$ cat src/rtl/hra_pkg.sv
// ----------------------------------------------------------------------------
// hra_pkg
// Shared types and constants of the handle range allocator.
// ----------------------------------------------------------------------------
package hra_pkg;

  localparam int MAX_FREE = 64;
  localparam int IDX_W    = $clog2(MAX_FREE);
  localparam int CNT_W    = $clog2(MAX_FREE + 1);
  localparam int ENT_W    = 32;
  localparam int HND_W    = 16;
  localparam int NEED_W   = 18;
  localparam int CFG_IDX_W = 8;

  localparam logic [CFG_IDX_W-1:0] CFG_MIN_HANDLE = CFG_IDX_W'(0);
  localparam logic [CFG_IDX_W-1:0] CFG_MAX_HANDLE = CFG_IDX_W'(1);

  localparam logic [HND_W-1:0] RST_MIN_HANDLE = 16'h0001;
  localparam logic [HND_W-1:0] RST_MAX_HANDLE = 16'hffff;

  typedef enum logic [1:0] {
    KIND_ALLOC   = 2'd0,
    KIND_RELEASE = 2'd1,
    KIND_CLEAR   = 2'd2,
    KIND_NONE    = 2'd3
  } kind_t;

  typedef enum logic [1:0] {
    ST_OK        = 2'd0,
    ST_NO_SPACE  = 2'd1,
    ST_LIST_FULL = 2'd2
  } status_t;

  typedef enum logic [2:0] {
    S_INIT,
    S_IDLE,
    S_SCAN,
    S_DECIDE,
    S_SHL,
    S_SHR,
    S_OUT
  } state_t;

  typedef enum logic [2:0] {
    SEQ_NONE,
    SEQ_SCAN_INIT,
    SEQ_SCAN,
    SEQ_SHL_INIT,
    SEQ_SHL,
    SEQ_SHR_INIT,
    SEQ_SHR
  } seq_op_t;

  typedef enum logic [2:0] {
    WR_NONE,
    WR_INIT,
    WR_CLEAR,
    WR_SHRINK,
    WR_MERGE_BOTH,
    WR_PREV_EXT,
    WR_NEXT_EXT,
    WR_INSERT
  } wr_op_t;

  typedef enum logic [2:0] {
    CNT_HOLD,
    CNT_INIT,
    CNT_CLEAR,
    CNT_INC,
    CNT_DEC
  } cnt_op_t;

  typedef struct packed {
    logic    load_in;
    seq_op_t seq;
    wr_op_t  wr;
    cnt_op_t cnt;
    logic    res_load;
    status_t res_status;
  } dp_cmd_t;

  typedef struct packed {
    kind_t kind;
    logic  rev;
    logic  scan_hit;
    logic  scan_end;
    logic  shl_done;
    logic  shr_done;
    logic  hit;
    logic  shrink;
    logic  overlap;
    logic  join_prev;
    logic  join_next;
    logic  full;
    logic  bounds_ok;
  } dp_sts_t;

endpackage

$ cat src/rtl/hra_ram.sv
// ----------------------------------------------------------------------------
// hra_ram
// Generic simple dual port RAM, one write and one registered read per cycle.
// ----------------------------------------------------------------------------
module hra_ram #(
  parameter int WIDTH = 32,
  parameter int DEPTH = 64
) (
  input  logic                     clk,
  input  logic                     we,
  input  logic [$clog2(DEPTH)-1:0] waddr,
  input  logic [WIDTH-1:0]         wdata,
  input  logic [$clog2(DEPTH)-1:0] raddr,
  output logic [WIDTH-1:0]         rdata
);

  logic [WIDTH-1:0] mem [DEPTH];

  always_ff @(posedge clk) begin
    if (we) begin
      mem[waddr] <= wdata;
    end
    rdata <= mem[raddr];
  end

endmodule

$ cat src/rtl/hra_dp.sv
// ----------------------------------------------------------------------------
// hra_dp
// Datapath: request registers, free list RAM with its walk and shift
// sequencing, entry count, configuration registers and result registers.
// ----------------------------------------------------------------------------
module hra_dp
  import hra_pkg::*;
(
  input  logic                 clk,
  input  logic                 rst_n,
  input  dp_cmd_t              cmd,
  output dp_sts_t              sts,
  input  logic [1:0]           in_kind,
  input  logic [15:0]          in_include_count,
  input  logic [14:0]          in_char_count,
  input  logic [15:0]          in_desc_count,
  input  logic [15:0]          in_release_start,
  input  logic [15:0]          in_release_end,
  input  logic                 cfg_valid,
  input  logic [CFG_IDX_W-1:0] cfg_index,
  input  logic [15:0]          cfg_wdata,
  output logic [1:0]           out_status,
  output logic [15:0]          out_range_start,
  output logic [15:0]          out_range_end
);

  kind_t             kind_r, kind_nxt;
  logic [NEED_W-1:0] need_r, need_nxt;
  logic [HND_W-1:0]  rel_lo_r, rel_lo_nxt;
  logic [HND_W-1:0]  rel_hi_r, rel_hi_nxt;
  logic [CNT_W-1:0]  rd_idx_r, rd_idx_nxt;
  logic [IDX_W-1:0]  chk_idx_r, chk_idx_nxt;
  logic              chk_vld_r, chk_vld_nxt;
  logic              hit_r, hit_nxt;
  logic [CNT_W-1:0]  pos_r, pos_nxt;
  logic [HND_W-1:0]  cur_lo_r, cur_lo_nxt;
  logic [HND_W-1:0]  cur_hi_r, cur_hi_nxt;
  logic [HND_W-1:0]  prev_lo_r, prev_lo_nxt;
  logic [HND_W-1:0]  prev_hi_r, prev_hi_nxt;
  logic [CNT_W-1:0]  count_r, count_nxt;
  logic [HND_W-1:0]  min_r, min_nxt;
  logic [HND_W-1:0]  max_r, max_nxt;
  logic [1:0]        out_status_r, out_status_nxt;
  logic [HND_W-1:0]  out_start_r, out_start_nxt;
  logic [HND_W-1:0]  out_end_r, out_end_nxt;

  logic              ram_we;
  logic [IDX_W-1:0]  ram_waddr;
  logic [ENT_W-1:0]  ram_wdata;
  logic [IDX_W-1:0]  ram_raddr;
  logic [ENT_W-1:0]  ram_rdata;

  logic [HND_W-1:0]  ent_lo, ent_hi;
  logic [HND_W:0]    ent_len;
  logic              match;
  logic [CNT_W-1:0]  rd_m1;
  logic [CNT_W-1:0]  pos_m1;
  logic [NEED_W-1:0] last_ext;
  logic              shrink;

  assign ent_lo   = ram_rdata[31:16];
  assign ent_hi   = ram_rdata[15:0];
  assign ent_len  = {1'b0, ent_hi} - {1'b0, ent_lo} + 17'd1;
  // allocate looks for a long enough range, release for the first range above it
  assign match    = (kind_r == KIND_ALLOC) ? ({1'b0, ent_len} >= need_r)
                                           : (ent_lo > rel_hi_r);
  assign rd_m1    = rd_idx_r - CNT_W'(1);
  assign pos_m1   = pos_r - CNT_W'(1);
  assign last_ext = {2'b00, cur_lo_r} + need_r - NEED_W'(1);
  assign shrink   = last_ext < {2'b00, cur_hi_r};

  assign ram_raddr = (cmd.seq == SEQ_SHR) ? rd_m1[IDX_W-1:0] : rd_idx_r[IDX_W-1:0];

  hra_ram #(
    .WIDTH(ENT_W),
    .DEPTH(MAX_FREE)
  ) u_free_ram (
    .clk  (clk),
    .we   (ram_we),
    .waddr(ram_waddr),
    .wdata(ram_wdata),
    .raddr(ram_raddr),
    .rdata(ram_rdata)
  );

  // status toward the controller
  always_comb begin
    sts.kind      = kind_r;
    sts.rev       = rel_lo_r > rel_hi_r;
    sts.scan_hit  = chk_vld_r && match;
    sts.scan_end  = rd_idx_r >= count_r;
    sts.shl_done  = (rd_idx_r >= count_r) && !chk_vld_r;
    sts.shr_done  = (rd_idx_r <= pos_r) && !chk_vld_r;
    sts.hit       = hit_r;
    sts.shrink    = shrink;
    sts.overlap   = (pos_r != '0) && (prev_hi_r >= rel_lo_r);
    sts.join_prev = (pos_r != '0) && (({1'b0, prev_hi_r} + 17'd1) == {1'b0, rel_lo_r});
    sts.join_next = (pos_r < count_r) && (({1'b0, rel_hi_r} + 17'd1) == {1'b0, cur_lo_r});
    sts.full      = count_r >= CNT_W'(MAX_FREE);
    sts.bounds_ok = min_r <= max_r;
  end

  // RAM write port: shift pipeline first, then single entry updates
  always_comb begin
    ram_we    = 1'b0;
    ram_waddr = '0;
    ram_wdata = ram_rdata;
    if ((cmd.seq == SEQ_SHL) && chk_vld_r) begin
      ram_we    = 1'b1;
      ram_waddr = chk_idx_r - IDX_W'(1);
    end else if ((cmd.seq == SEQ_SHR) && chk_vld_r) begin
      ram_we    = 1'b1;
      ram_waddr = chk_idx_r + IDX_W'(1);
    end else begin
      case (cmd.wr)
        WR_NONE: begin
          ram_we = 1'b0;
        end
        WR_INIT: begin
          ram_we    = 1'b1;
          ram_waddr = '0;
          ram_wdata = {RST_MIN_HANDLE, RST_MAX_HANDLE};
        end
        WR_CLEAR: begin
          ram_we    = 1'b1;
          ram_waddr = '0;
          ram_wdata = {min_r, max_r};
        end
        WR_SHRINK: begin
          ram_we    = 1'b1;
          ram_waddr = pos_r[IDX_W-1:0];
          ram_wdata = {last_ext[HND_W-1:0] + 16'd1, cur_hi_r};
        end
        WR_MERGE_BOTH: begin
          ram_we    = 1'b1;
          ram_waddr = pos_m1[IDX_W-1:0];
          ram_wdata = {prev_lo_r, cur_hi_r};
        end
        WR_PREV_EXT: begin
          ram_we    = 1'b1;
          ram_waddr = pos_m1[IDX_W-1:0];
          ram_wdata = {prev_lo_r, rel_hi_r};
        end
        WR_NEXT_EXT: begin
          ram_we    = 1'b1;
          ram_waddr = pos_r[IDX_W-1:0];
          ram_wdata = {rel_lo_r, cur_hi_r};
        end
        WR_INSERT: begin
          ram_we    = 1'b1;
          ram_waddr = pos_r[IDX_W-1:0];
          ram_wdata = {rel_lo_r, rel_hi_r};
        end
        default: begin
          ram_we = 1'b0;
        end
      endcase
    end
  end

  always_comb begin
    kind_nxt       = kind_r;
    need_nxt       = need_r;
    rel_lo_nxt     = rel_lo_r;
    rel_hi_nxt     = rel_hi_r;
    rd_idx_nxt     = rd_idx_r;
    chk_idx_nxt    = chk_idx_r;
    chk_vld_nxt    = chk_vld_r;
    hit_nxt        = hit_r;
    pos_nxt        = pos_r;
    cur_lo_nxt     = cur_lo_r;
    cur_hi_nxt     = cur_hi_r;
    prev_lo_nxt    = prev_lo_r;
    prev_hi_nxt    = prev_hi_r;
    count_nxt      = count_r;
    min_nxt        = min_r;
    max_nxt        = max_r;
    out_status_nxt = out_status_r;
    out_start_nxt  = out_start_r;
    out_end_nxt    = out_end_r;

    if (cmd.load_in) begin
      kind_nxt   = kind_t'(in_kind);
      need_nxt   = NEED_W'(1) + {2'b00, in_include_count}
                 + {2'b00, in_char_count, 1'b0} + {2'b00, in_desc_count};
      rel_lo_nxt = in_release_start;
      rel_hi_nxt = in_release_end;
    end

    case (cmd.seq)
      SEQ_NONE: begin
        chk_vld_nxt = chk_vld_r;
      end
      SEQ_SCAN_INIT: begin
        rd_idx_nxt  = '0;
        chk_vld_nxt = 1'b0;
        hit_nxt     = 1'b0;
      end
      SEQ_SCAN, SEQ_SHL: begin
        if (rd_idx_r < count_r) begin
          chk_idx_nxt = rd_idx_r[IDX_W-1:0];
          chk_vld_nxt = 1'b1;
          rd_idx_nxt  = rd_idx_r + CNT_W'(1);
        end else begin
          chk_vld_nxt = 1'b0;
        end
        if (cmd.seq == SEQ_SCAN) begin
          if (chk_vld_r && match) begin
            hit_nxt    = 1'b1;
            pos_nxt    = CNT_W'(chk_idx_r);
            cur_lo_nxt = ent_lo;
            cur_hi_nxt = ent_hi;
          end else begin
            // remember the last range passed before the match (for release, the last range below the request)
            if (chk_vld_r) begin
              prev_lo_nxt = ent_lo;
              prev_hi_nxt = ent_hi;
            end
            if (rd_idx_r >= count_r) begin
              pos_nxt = count_r;
            end
          end
        end
      end
      SEQ_SHL_INIT: begin
        rd_idx_nxt  = pos_r + CNT_W'(1);
        chk_vld_nxt = 1'b0;
      end
      SEQ_SHR_INIT: begin
        rd_idx_nxt  = count_r;
        chk_vld_nxt = 1'b0;
      end
      SEQ_SHR: begin
        if (rd_idx_r > pos_r) begin
          chk_idx_nxt = rd_m1[IDX_W-1:0];
          chk_vld_nxt = 1'b1;
          rd_idx_nxt  = rd_m1;
        end else begin
          chk_vld_nxt = 1'b0;
        end
      end
      default: begin
        chk_vld_nxt = chk_vld_r;
      end
    endcase

    case (cmd.cnt)
      CNT_HOLD:  count_nxt = count_r;
      CNT_INIT:  count_nxt = CNT_W'(1);
      CNT_CLEAR: count_nxt = (min_r <= max_r) ? CNT_W'(1) : CNT_W'(0);
      CNT_INC:   count_nxt = count_r + CNT_W'(1);
      CNT_DEC:   count_nxt = count_r - CNT_W'(1);
      default:   count_nxt = count_r;
    endcase

    if (cfg_valid && (cfg_index == CFG_MIN_HANDLE)) begin
      min_nxt = cfg_wdata;
    end
    if (cfg_valid && (cfg_index == CFG_MAX_HANDLE)) begin
      max_nxt = cfg_wdata;
    end

    if (cmd.res_load) begin
      out_status_nxt = cmd.res_status;
      if ((kind_r == KIND_ALLOC) && (cmd.res_status == ST_OK)) begin
        out_start_nxt = cur_lo_r;
        out_end_nxt   = last_ext[HND_W-1:0];
      end else begin
        out_start_nxt = '0;
        out_end_nxt   = '0;
      end
    end
  end

  always_ff @(posedge clk) begin
    if (!rst_n) begin
      rd_idx_r  <= '0;
      chk_vld_r <= 1'b0;
      hit_r     <= 1'b0;
      pos_r     <= '0;
      count_r   <= CNT_W'(1);
      min_r     <= RST_MIN_HANDLE;
      max_r     <= RST_MAX_HANDLE;
    end else begin
      rd_idx_r  <= rd_idx_nxt;
      chk_vld_r <= chk_vld_nxt;
      hit_r     <= hit_nxt;
      pos_r     <= pos_nxt;
      count_r   <= count_nxt;
      min_r     <= min_nxt;
      max_r     <= max_nxt;
    end
  end

  always_ff @(posedge clk) begin
    kind_r       <= kind_nxt;
    need_r       <= need_nxt;
    rel_lo_r     <= rel_lo_nxt;
    rel_hi_r     <= rel_hi_nxt;
    chk_idx_r    <= chk_idx_nxt;
    cur_lo_r     <= cur_lo_nxt;
    cur_hi_r     <= cur_hi_nxt;
    prev_lo_r    <= prev_lo_nxt;
    prev_hi_r    <= prev_hi_nxt;
    out_status_r <= out_status_nxt;
    out_start_r  <= out_start_nxt;
    out_end_r    <= out_end_nxt;
  end

  assign out_status      = out_status_r;
  assign out_range_start = out_start_r;
  assign out_range_end   = out_end_r;

  a_count_bound: assert property (@(posedge clk) disable iff (!rst_n)
    count_r <= CNT_W'(MAX_FREE))
    else $error("free range count above list depth");

  a_inc_room: assert property (@(posedge clk) disable iff (!rst_n)
    (cmd.cnt == CNT_INC) |-> (count_r < CNT_W'(MAX_FREE)))
    else $error("insert into a full free list");

  a_dec_nonempty: assert property (@(posedge clk) disable iff (!rst_n)
    (cmd.cnt == CNT_DEC) |-> (count_r != '0))
    else $error("remove from an empty free list");

endmodule

$ cat src/rtl/hra_ctrl.sv
// ----------------------------------------------------------------------------
// hra_ctrl
// Controller: sequences walk, update and shift of the free list per item
// and owns the input and result handshakes.
// ----------------------------------------------------------------------------
module hra_ctrl
  import hra_pkg::*;
(
  input  logic       clk,
  input  logic       rst_n,
  input  logic       in_valid,
  input  logic [1:0] in_kind,
  output logic       in_stall,
  output logic       out_valid,
  input  logic       out_stall,
  output dp_cmd_t    cmd,
  input  dp_sts_t    sts
);

  state_t  state_r, state_nxt;
  status_t status_r, status_nxt;
  logic    out_valid_r, out_valid_nxt;
  logic    in_acc;
  logic    can_load;
  logic    rel_act;
  kind_t   in_kind_e;

  assign in_kind_e = kind_t'(in_kind);
  assign in_stall  = (state_r != S_IDLE);
  assign in_acc    = in_valid && !in_stall;
  assign can_load  = !out_valid_r || !out_stall;
  assign rel_act   = !sts.rev && !sts.overlap;
  assign out_valid = out_valid_r;

  // next state
  always_comb begin
    state_nxt = state_r;
    case (state_r)
      S_INIT: begin
        state_nxt = S_IDLE;
      end
      S_IDLE: begin
        if (in_acc) begin
          if ((in_kind_e == KIND_ALLOC) || (in_kind_e == KIND_RELEASE)) begin
            state_nxt = S_SCAN;
          end else begin
            state_nxt = S_DECIDE;
          end
        end
      end
      S_SCAN: begin
        if (sts.scan_hit || sts.scan_end) begin
          state_nxt = S_DECIDE;
        end
      end
      S_DECIDE: begin
        state_nxt = S_OUT;
        case (sts.kind)
          KIND_ALLOC: begin
            if (sts.hit && !sts.shrink) begin
              state_nxt = S_SHL;
            end
          end
          KIND_RELEASE: begin
            if (rel_act && sts.join_prev && sts.join_next) begin
              state_nxt = S_SHL;
            end else if (rel_act && !sts.join_prev && !sts.join_next && !sts.full) begin
              state_nxt = S_SHR;
            end
          end
          default: begin
            state_nxt = S_OUT;
          end
        endcase
      end
      S_SHL: begin
        if (sts.shl_done) begin
          state_nxt = S_OUT;
        end
      end
      S_SHR: begin
        if (sts.shr_done) begin
          state_nxt = S_OUT;
        end
      end
      S_OUT: begin
        if (can_load) begin
          state_nxt = S_IDLE;
        end
      end
      default: begin
        state_nxt = S_INIT;
      end
    endcase
  end

  // commands
  always_comb begin
    cmd.load_in    = 1'b0;
    cmd.seq        = SEQ_NONE;
    cmd.wr         = WR_NONE;
    cmd.cnt        = CNT_HOLD;
    cmd.res_load   = 1'b0;
    cmd.res_status = status_r;
    status_nxt     = status_r;
    out_valid_nxt  = out_valid_r && out_stall;
    case (state_r)
      S_INIT: begin
        cmd.wr  = WR_INIT;
        cmd.cnt = CNT_INIT;
      end
      S_IDLE: begin
        if (in_acc) begin
          cmd.load_in = 1'b1;
          cmd.seq     = SEQ_SCAN_INIT;
        end
      end
      S_SCAN: begin
        cmd.seq = SEQ_SCAN;
      end
      S_DECIDE: begin
        status_nxt = ST_OK;
        case (sts.kind)
          KIND_ALLOC: begin
            if (!sts.hit) begin
              status_nxt = ST_NO_SPACE;
            end else if (sts.shrink) begin
              cmd.wr = WR_SHRINK;
            end else begin
              cmd.seq = SEQ_SHL_INIT;
            end
          end
          KIND_RELEASE: begin
            if (rel_act) begin
              if (sts.join_prev && sts.join_next) begin
                cmd.wr  = WR_MERGE_BOTH;
                cmd.seq = SEQ_SHL_INIT;
              end else if (sts.join_prev) begin
                cmd.wr = WR_PREV_EXT;
              end else if (sts.join_next) begin
                cmd.wr = WR_NEXT_EXT;
              end else if (sts.full) begin
                status_nxt = ST_LIST_FULL;
              end else begin
                cmd.seq = SEQ_SHR_INIT;
              end
            end
          end
          KIND_CLEAR: begin
            if (sts.bounds_ok) begin
              cmd.wr = WR_CLEAR;
            end
            cmd.cnt = CNT_CLEAR;
          end
          default: begin
            status_nxt = ST_OK;
          end
        endcase
      end
      S_SHL: begin
        cmd.seq = SEQ_SHL;
        if (sts.shl_done) begin
          cmd.cnt = CNT_DEC;
        end
      end
      S_SHR: begin
        cmd.seq = SEQ_SHR;
        if (sts.shr_done) begin
          cmd.wr  = WR_INSERT;
          cmd.cnt = CNT_INC;
        end
      end
      S_OUT: begin
        if (can_load) begin
          cmd.res_load  = 1'b1;
          out_valid_nxt = 1'b1;
        end
      end
      default: begin
        cmd.seq = SEQ_NONE;
      end
    endcase
  end

  always_ff @(posedge clk) begin
    if (!rst_n) begin
      state_r     <= S_INIT;
      status_r    <= ST_OK;
      out_valid_r <= 1'b0;
    end else begin
      state_r     <= state_nxt;
      status_r    <= status_nxt;
      out_valid_r <= out_valid_nxt;
    end
  end

  a_wait_result_slot: assert property (@(posedge clk) disable iff (!rst_n)
    (state_r == S_OUT && out_valid_r && out_stall) |=> (state_r == S_OUT))
    else $error("result overwritten while previous item still waits");

  a_busy_after_accept: assert property (@(posedge clk) disable iff (!rst_n)
    in_acc |=> (state_r != S_IDLE))
    else $error("controller idle right after accepting an item");

endmodule

$ cat src/rtl/handle_range_allocator_unit.sv
// ----------------------------------------------------------------------------
// handle_range_allocator_unit
// First-fit handle range allocator over a sorted, coalescing free list.
// ----------------------------------------------------------------------------
// One item is worked on at a time. With n free ranges in the list, an
// allocate or release walks the list in the free list RAM at one entry per
// cycle until it finds its place, then passes through a decide state. A
// removal or insertion then shifts the entries behind that place one entry
// per cycle. The item is taken in the idle state and its result is loaded
// in the output state; a clear or an unused kind goes from the idle state
// straight to decide and output. The free list RAM has a single read port.
// A new item is taken while the previous result still waits in the output
// register. The next result is held back until that one has gone. After
// reset the block writes the initial range in its init state before it
// takes the first item. Register 0 is min_handle, register 1 is max_handle;
// both take effect on clear only.
// ----------------------------------------------------------------------------
module handle_range_allocator_unit
  import hra_pkg::*;
(
  input  logic                 clk,
  input  logic                 rst_n,
  input  logic                 in_valid,
  output logic                 in_stall,
  input  logic [1:0]           in_kind,
  input  logic [15:0]          in_include_count,
  input  logic [14:0]          in_char_count,
  input  logic [15:0]          in_desc_count,
  input  logic [15:0]          in_release_start,
  input  logic [15:0]          in_release_end,
  output logic                 out_valid,
  input  logic                 out_stall,
  output logic [1:0]           out_status,
  output logic [15:0]          out_range_start,
  output logic [15:0]          out_range_end,
  input  logic                 cfg_valid,
  output logic                 cfg_ready,
  input  logic [CFG_IDX_W-1:0] cfg_index,
  input  logic [15:0]          cfg_wdata
);

  dp_cmd_t cmd;
  dp_sts_t sts;

  // configuration writes are always taken
  assign cfg_ready = 1'b1;

  hra_ctrl u_ctrl (
    .clk      (clk),
    .rst_n    (rst_n),
    .in_valid (in_valid),
    .in_kind  (in_kind),
    .in_stall (in_stall),
    .out_valid(out_valid),
    .out_stall(out_stall),
    .cmd      (cmd),
    .sts      (sts)
  );

  hra_dp u_dp (
    .clk             (clk),
    .rst_n           (rst_n),
    .cmd             (cmd),
    .sts             (sts),
    .in_kind         (in_kind),
    .in_include_count(in_include_count),
    .in_char_count   (in_char_count),
    .in_desc_count   (in_desc_count),
    .in_release_start(in_release_start),
    .in_release_end  (in_release_end),
    .cfg_valid       (cfg_valid && cfg_ready),
    .cfg_index       (cfg_index),
    .cfg_wdata       (cfg_wdata),
    .out_status      (out_status),
    .out_range_start (out_range_start),
    .out_range_end   (out_range_end)
  );

endmodule
$ cat config.mk
export PLATFORM = sky130hd
export DESIGN_NAME = handle_range_allocator_unit
export DESIGN_NICKNAME = d
export VERILOG_FILES = /design/src/rtl/hra_pkg.sv /design/src/rtl/hra_ram.sv /design/src/rtl/hra_dp.sv /design/src/rtl/hra_ctrl.sv /design/src/rtl/handle_range_allocator_unit.sv
export SDC_FILE = /design/constraint.sdc
export NUM_CORES = 2
export LEC_CHECK = 0
export BUFFER_PORTS_ARGS = -buffer_cell sky130_fd_sc_hd__buf_4
export CORE_UTILIZATION = 50
export CTS_BUF_LIST = sky130_fd_sc_hd__clkbuf_4 sky130_fd_sc_hd__clkbuf_8 sky130_fd_sc_hd__clkbuf_16
export CTS_CLUSTER_DIAMETER = 60
export DETAILED_ROUTE_END_ITERATION = 6
export HOLD_SLACK_MARGIN = 0.08
export PLACE_DENSITY = 0.66
export SYNTH_ARGS = -nofsm -noshare
export SYNTH_HDL_FRONTEND = slang
export SYNTH_SLANG_ARGS = --single-unit
$ cat constraint.sdc
create_clock -name clk -period 10.4 [get_ports clk]
set_input_delay 0.52 -clock clk [delete_from_list [all_inputs] [get_ports clk]]
set_output_delay 0.52 -clock clk [all_outputs]
set_load 0.05 [all_outputs]
==> impl_metrics.ini <==
[status]
status = completed

[timing]
finalHoldViolations = 0
skew_ps = 89.3
slew_viol_final = 0
setup_viol = 0
fin_crit_sh_pct = 79.1
min_period_ps = 8230
setup_slack_ps = 2170
grt_setup_unrepaired = no
max_freq_ghz = 0.122
setup_tns_ps = 0
timing.slew.headroom_pct = 4.78
worst_slew_pin_slew_ps = 1430

[grt]
grt_max_degree = 130
antenna_found_initial = 4
grt_pass1_wl_microns = 381000
grt_pass1_vias = 53400
overflow = 0
grt_usage_pct = 27.5

[routing]
firstDrtPassIters = 6
wl_per_cell_microns = 30.8
totalWireLength_microns = 267000
drtIter0Drc = 6133
avgViaCountPerCell = 6.24
antenna_left = 0
drcViolationCount = 0
num_vias = 54100

[clock_tree]
postCtsHoldBufs = 52
cts_tree = done
root_buffer = clkbuf_16
insertion_delay_ps = 890
htreeDepth = 4
postCtsResizedCells = 0
cts_num_sinks = 2297
cts_buffers = 224
ctsLongestPathBuffers = 3
cts_setup_buffers = 0
clkTransAtPathRegs_ps = 60

[logic_synthesis]
ys_ff_latch = 2297
synth-main-ff-cell = edfxtp_1
synth_edf_count = 2204
async_flop_share_pct = 0
synth_area_sq_um = 96500
syn_area_per_cell_sq_um = 17.0
synth_cell_types = 92
ys_seq_area_share_pct = 70.5
synth_largest_area_cell = edfxtp_1
ys_warn_count = 0
synth_top_area_share_pct = 68.6
netlist_instances = 5668
yosys-top-cells-area = edfxtp_1 (69%), mux4_2 (12%), ha_1 (2.7%), nand2_1 (2.4%), dfxtp_1 (1.9%)
syn-num-nets = 6008

[power]
power.share.clock_pct = 28.8
comb_power_share_pct = 27.1
vdd_drop_max_mv = 0.272
power_switching_w = 0.00916
p_int_w = 0.0190
swShare_pct = 32.6
sequentialPowerShare_pct = 44.2
leakage_nw = 37.1
power_density_nw_per_um2 = 256

[floorplanning]
ios = 147
fp.dieW_microns = 441
die_y_microns = 441
start_util_pct = 50.5
fp.dieArea_sq_um = 195000
core_area_sq_um = 191000
rows = 160

[worst_setup_path]
worstSetupPathType = reg2reg
worstPathMaxFanout = 34
cp.required_ps = 11050
arrival_ps = 8880
end_kind = flip-flop
worstSetupStartpointType = flip-flop

[run]
maxCapViolCount = 0

[placement]
hpwl_microns = 165000
place_area_sq_um = 102000
place_ws_ps = 2420
gp_congestion = 0.975
io_buffers = 145

[worst_hold_path]
hold_path.class = in2reg

[finish]
nets = 6306
design_area_sq_um = 110000
syn_to_final_growth_pct = 13.8
drive_gt1_share_pct = 22.0
[critical path, stage by stage (launching register included)]
cell,delay [ps]
edfxtp_1,360
inv_1,70
ha_1,270
inv_1,40
ha_1,220
fa_1,500
a211oi_1,370
o21ai_1,200
a31o_2,260
a21oi_1,170
xor2_1,290
inv_1,170
ha_1,320
a211oi_1,230
o21ai_0,120
o211ai_1,140
o2111ai_1,150
mux2_2,340
or4_1,530
and3_1,490
buf_4,370
nor2_1,490
a22oi_1,210
a31oi_4,1140
buf_4,510
[per-layer routing]
layer / vias to the layer above / global-route usage [%] / share of wire, %
li1: 23000 / - / -
met1: 28000 / 36.3 / 38
met2: 2633 / 44.7 / 49
met3: 497 / 5.01 / 8.2
met4: 2 / 12.4 / 4.9
met5: - / 0 / 0.0052
[state kept, by name (all words and copies together) (netlist names), 16 cells and up]
signal,count
u_dp.rel_hi_r,16
u_dp.u_free_ram.mem,2048
u_dp.need_r,18
u_dp.out_range_start,16
u_dp.min_r,16
u_dp.rel_lo_r,16
u_dp.prev_lo_r,16
u_dp.prev_hi_r,16
u_dp.cur_hi_r,16
u_dp.max_r,16
u_dp.u_free_ram.rdata,32
u_dp.out_range_end,16
u_dp.cur_lo_r,16
[final timing paths]
path	startpoint	to	slack, ps	depth (start not counted)
max	u_dp.cur_lo_r[1]	u_dp.u_free_ram.mem[60][19]	2170	24
min	in_desc_count[0]	u_dp.need_r[0]	120	2
max reg2reg	u_dp.cur_lo_r[1]	u_dp.u_free_ram.mem[60][19]	2170	24
min reg2reg	u_ctrl.status_r[1]	u_dp.out_status[1]	500	0
[logic make-up after synthesis]
| kind of cell | synth area share [%] |
|---|---|
| flops | 70.5 |
| simple gates | 6.30 |
| buf+inv | 2.25 |
| mux | 12.5 |
| compound gates | 4.08 |
| fa+ha+maj | 3.13 |
| xor+xnor | 1.18 |
| other cells | 0.00389 |
[cells in the final DEF (no fill, tap or decap), types with 28 or more instances in the layout]
cell type,instances
o211ai_1,36
a21o_1,28
ha_1,210
and3_1,83
clkinv_1,55
a21oi_1,115
clkinv_2,47
edfxtp_1,2204
clkbuf_16,225
nor3_1,32
xor2_1,53
nand3_1,181
a31oi_1,43
nor3_2,40
dlygate4sd3_1,52
xnor2_1,73
nand4_1,33
nor2_1,158
nand2_1,610
clkbuf_4,37
mux4_2,512
o21ai_0,57
inv_1,271
buf_4,302
dfxtp_1,93
mux2i_1,35
a311oi_1,95
[area by class of cell]
class / count / area [sq um]
Fill cell: 14500 / 81200
Antenna cell: 4 / 10.0
Clock inverter: 147 / 1380
Tap cell: 2511 / 3140
Clock buffer: 271 / 6030
Inverter: 276 / 1050
Timing Repair Buffer: 365 / 3010
Multi-Input combinational cell: 2802 / 27100
Sequential cell: 2297 / 68000
[cell usage after synthesis, types with 8 or more instances]
master	number
edfxtp_1	2204
nand2_1	610
mux4_2	512
inv_1	274
clkbuf_1	237
ha_1	211
nand3_1	181
nor2_1	175
a21oi_1	118
a311oi_1	97
dfxtp_1	93
and3_1	83
xnor2_1	73
nor3_1	72
o21ai_0	61
xor2_1	57
a31oi_1	52
buf_1	38
nor4_1	37
mux2i_1	36
o211ai_1	36
nand4_1	33
a21o_1	29
o22ai_1	26
a211oi_1	19
fa_1	19
a22oi_1	18
mux2_2	18
and2_1	17
nor2b_1	16
buf_2	13
o21bai_1	12
and4_1	10
nor3_2	10
o21a_1	10
or4_1	10
or3_1	9
nand2b_1	8
[power groups by stage]
stage	Combinational, W	Sequential (W)	Clock, W
after floorplan	0.00442	0.0125	0
after global placement	0.00740	0.0126	0
after detailed placement	0.00754	0.0126	0
after CTS	0.00759	0.0124	0.00819
after global routing	0.00808	0.0124	0.00853
final	0.00761	0.0124	0.00809
[through the flow]
stage,hold WS [ps],utilization (%),instances,power [W]
2_1_floorplan,426,-,5668,0.0169
3_3_place_gp,481,53.3,8199,0.0200
3_5_place_dp,487,53.3,8199,0.0201
4_1_cts,81.5,57.5,8669,0.0282
5_1_grt,122,57.5,8671,0.0290
6_report,118,57.5,8673,0.0281
Note: power is estimated with default switching activity, not from simulation.
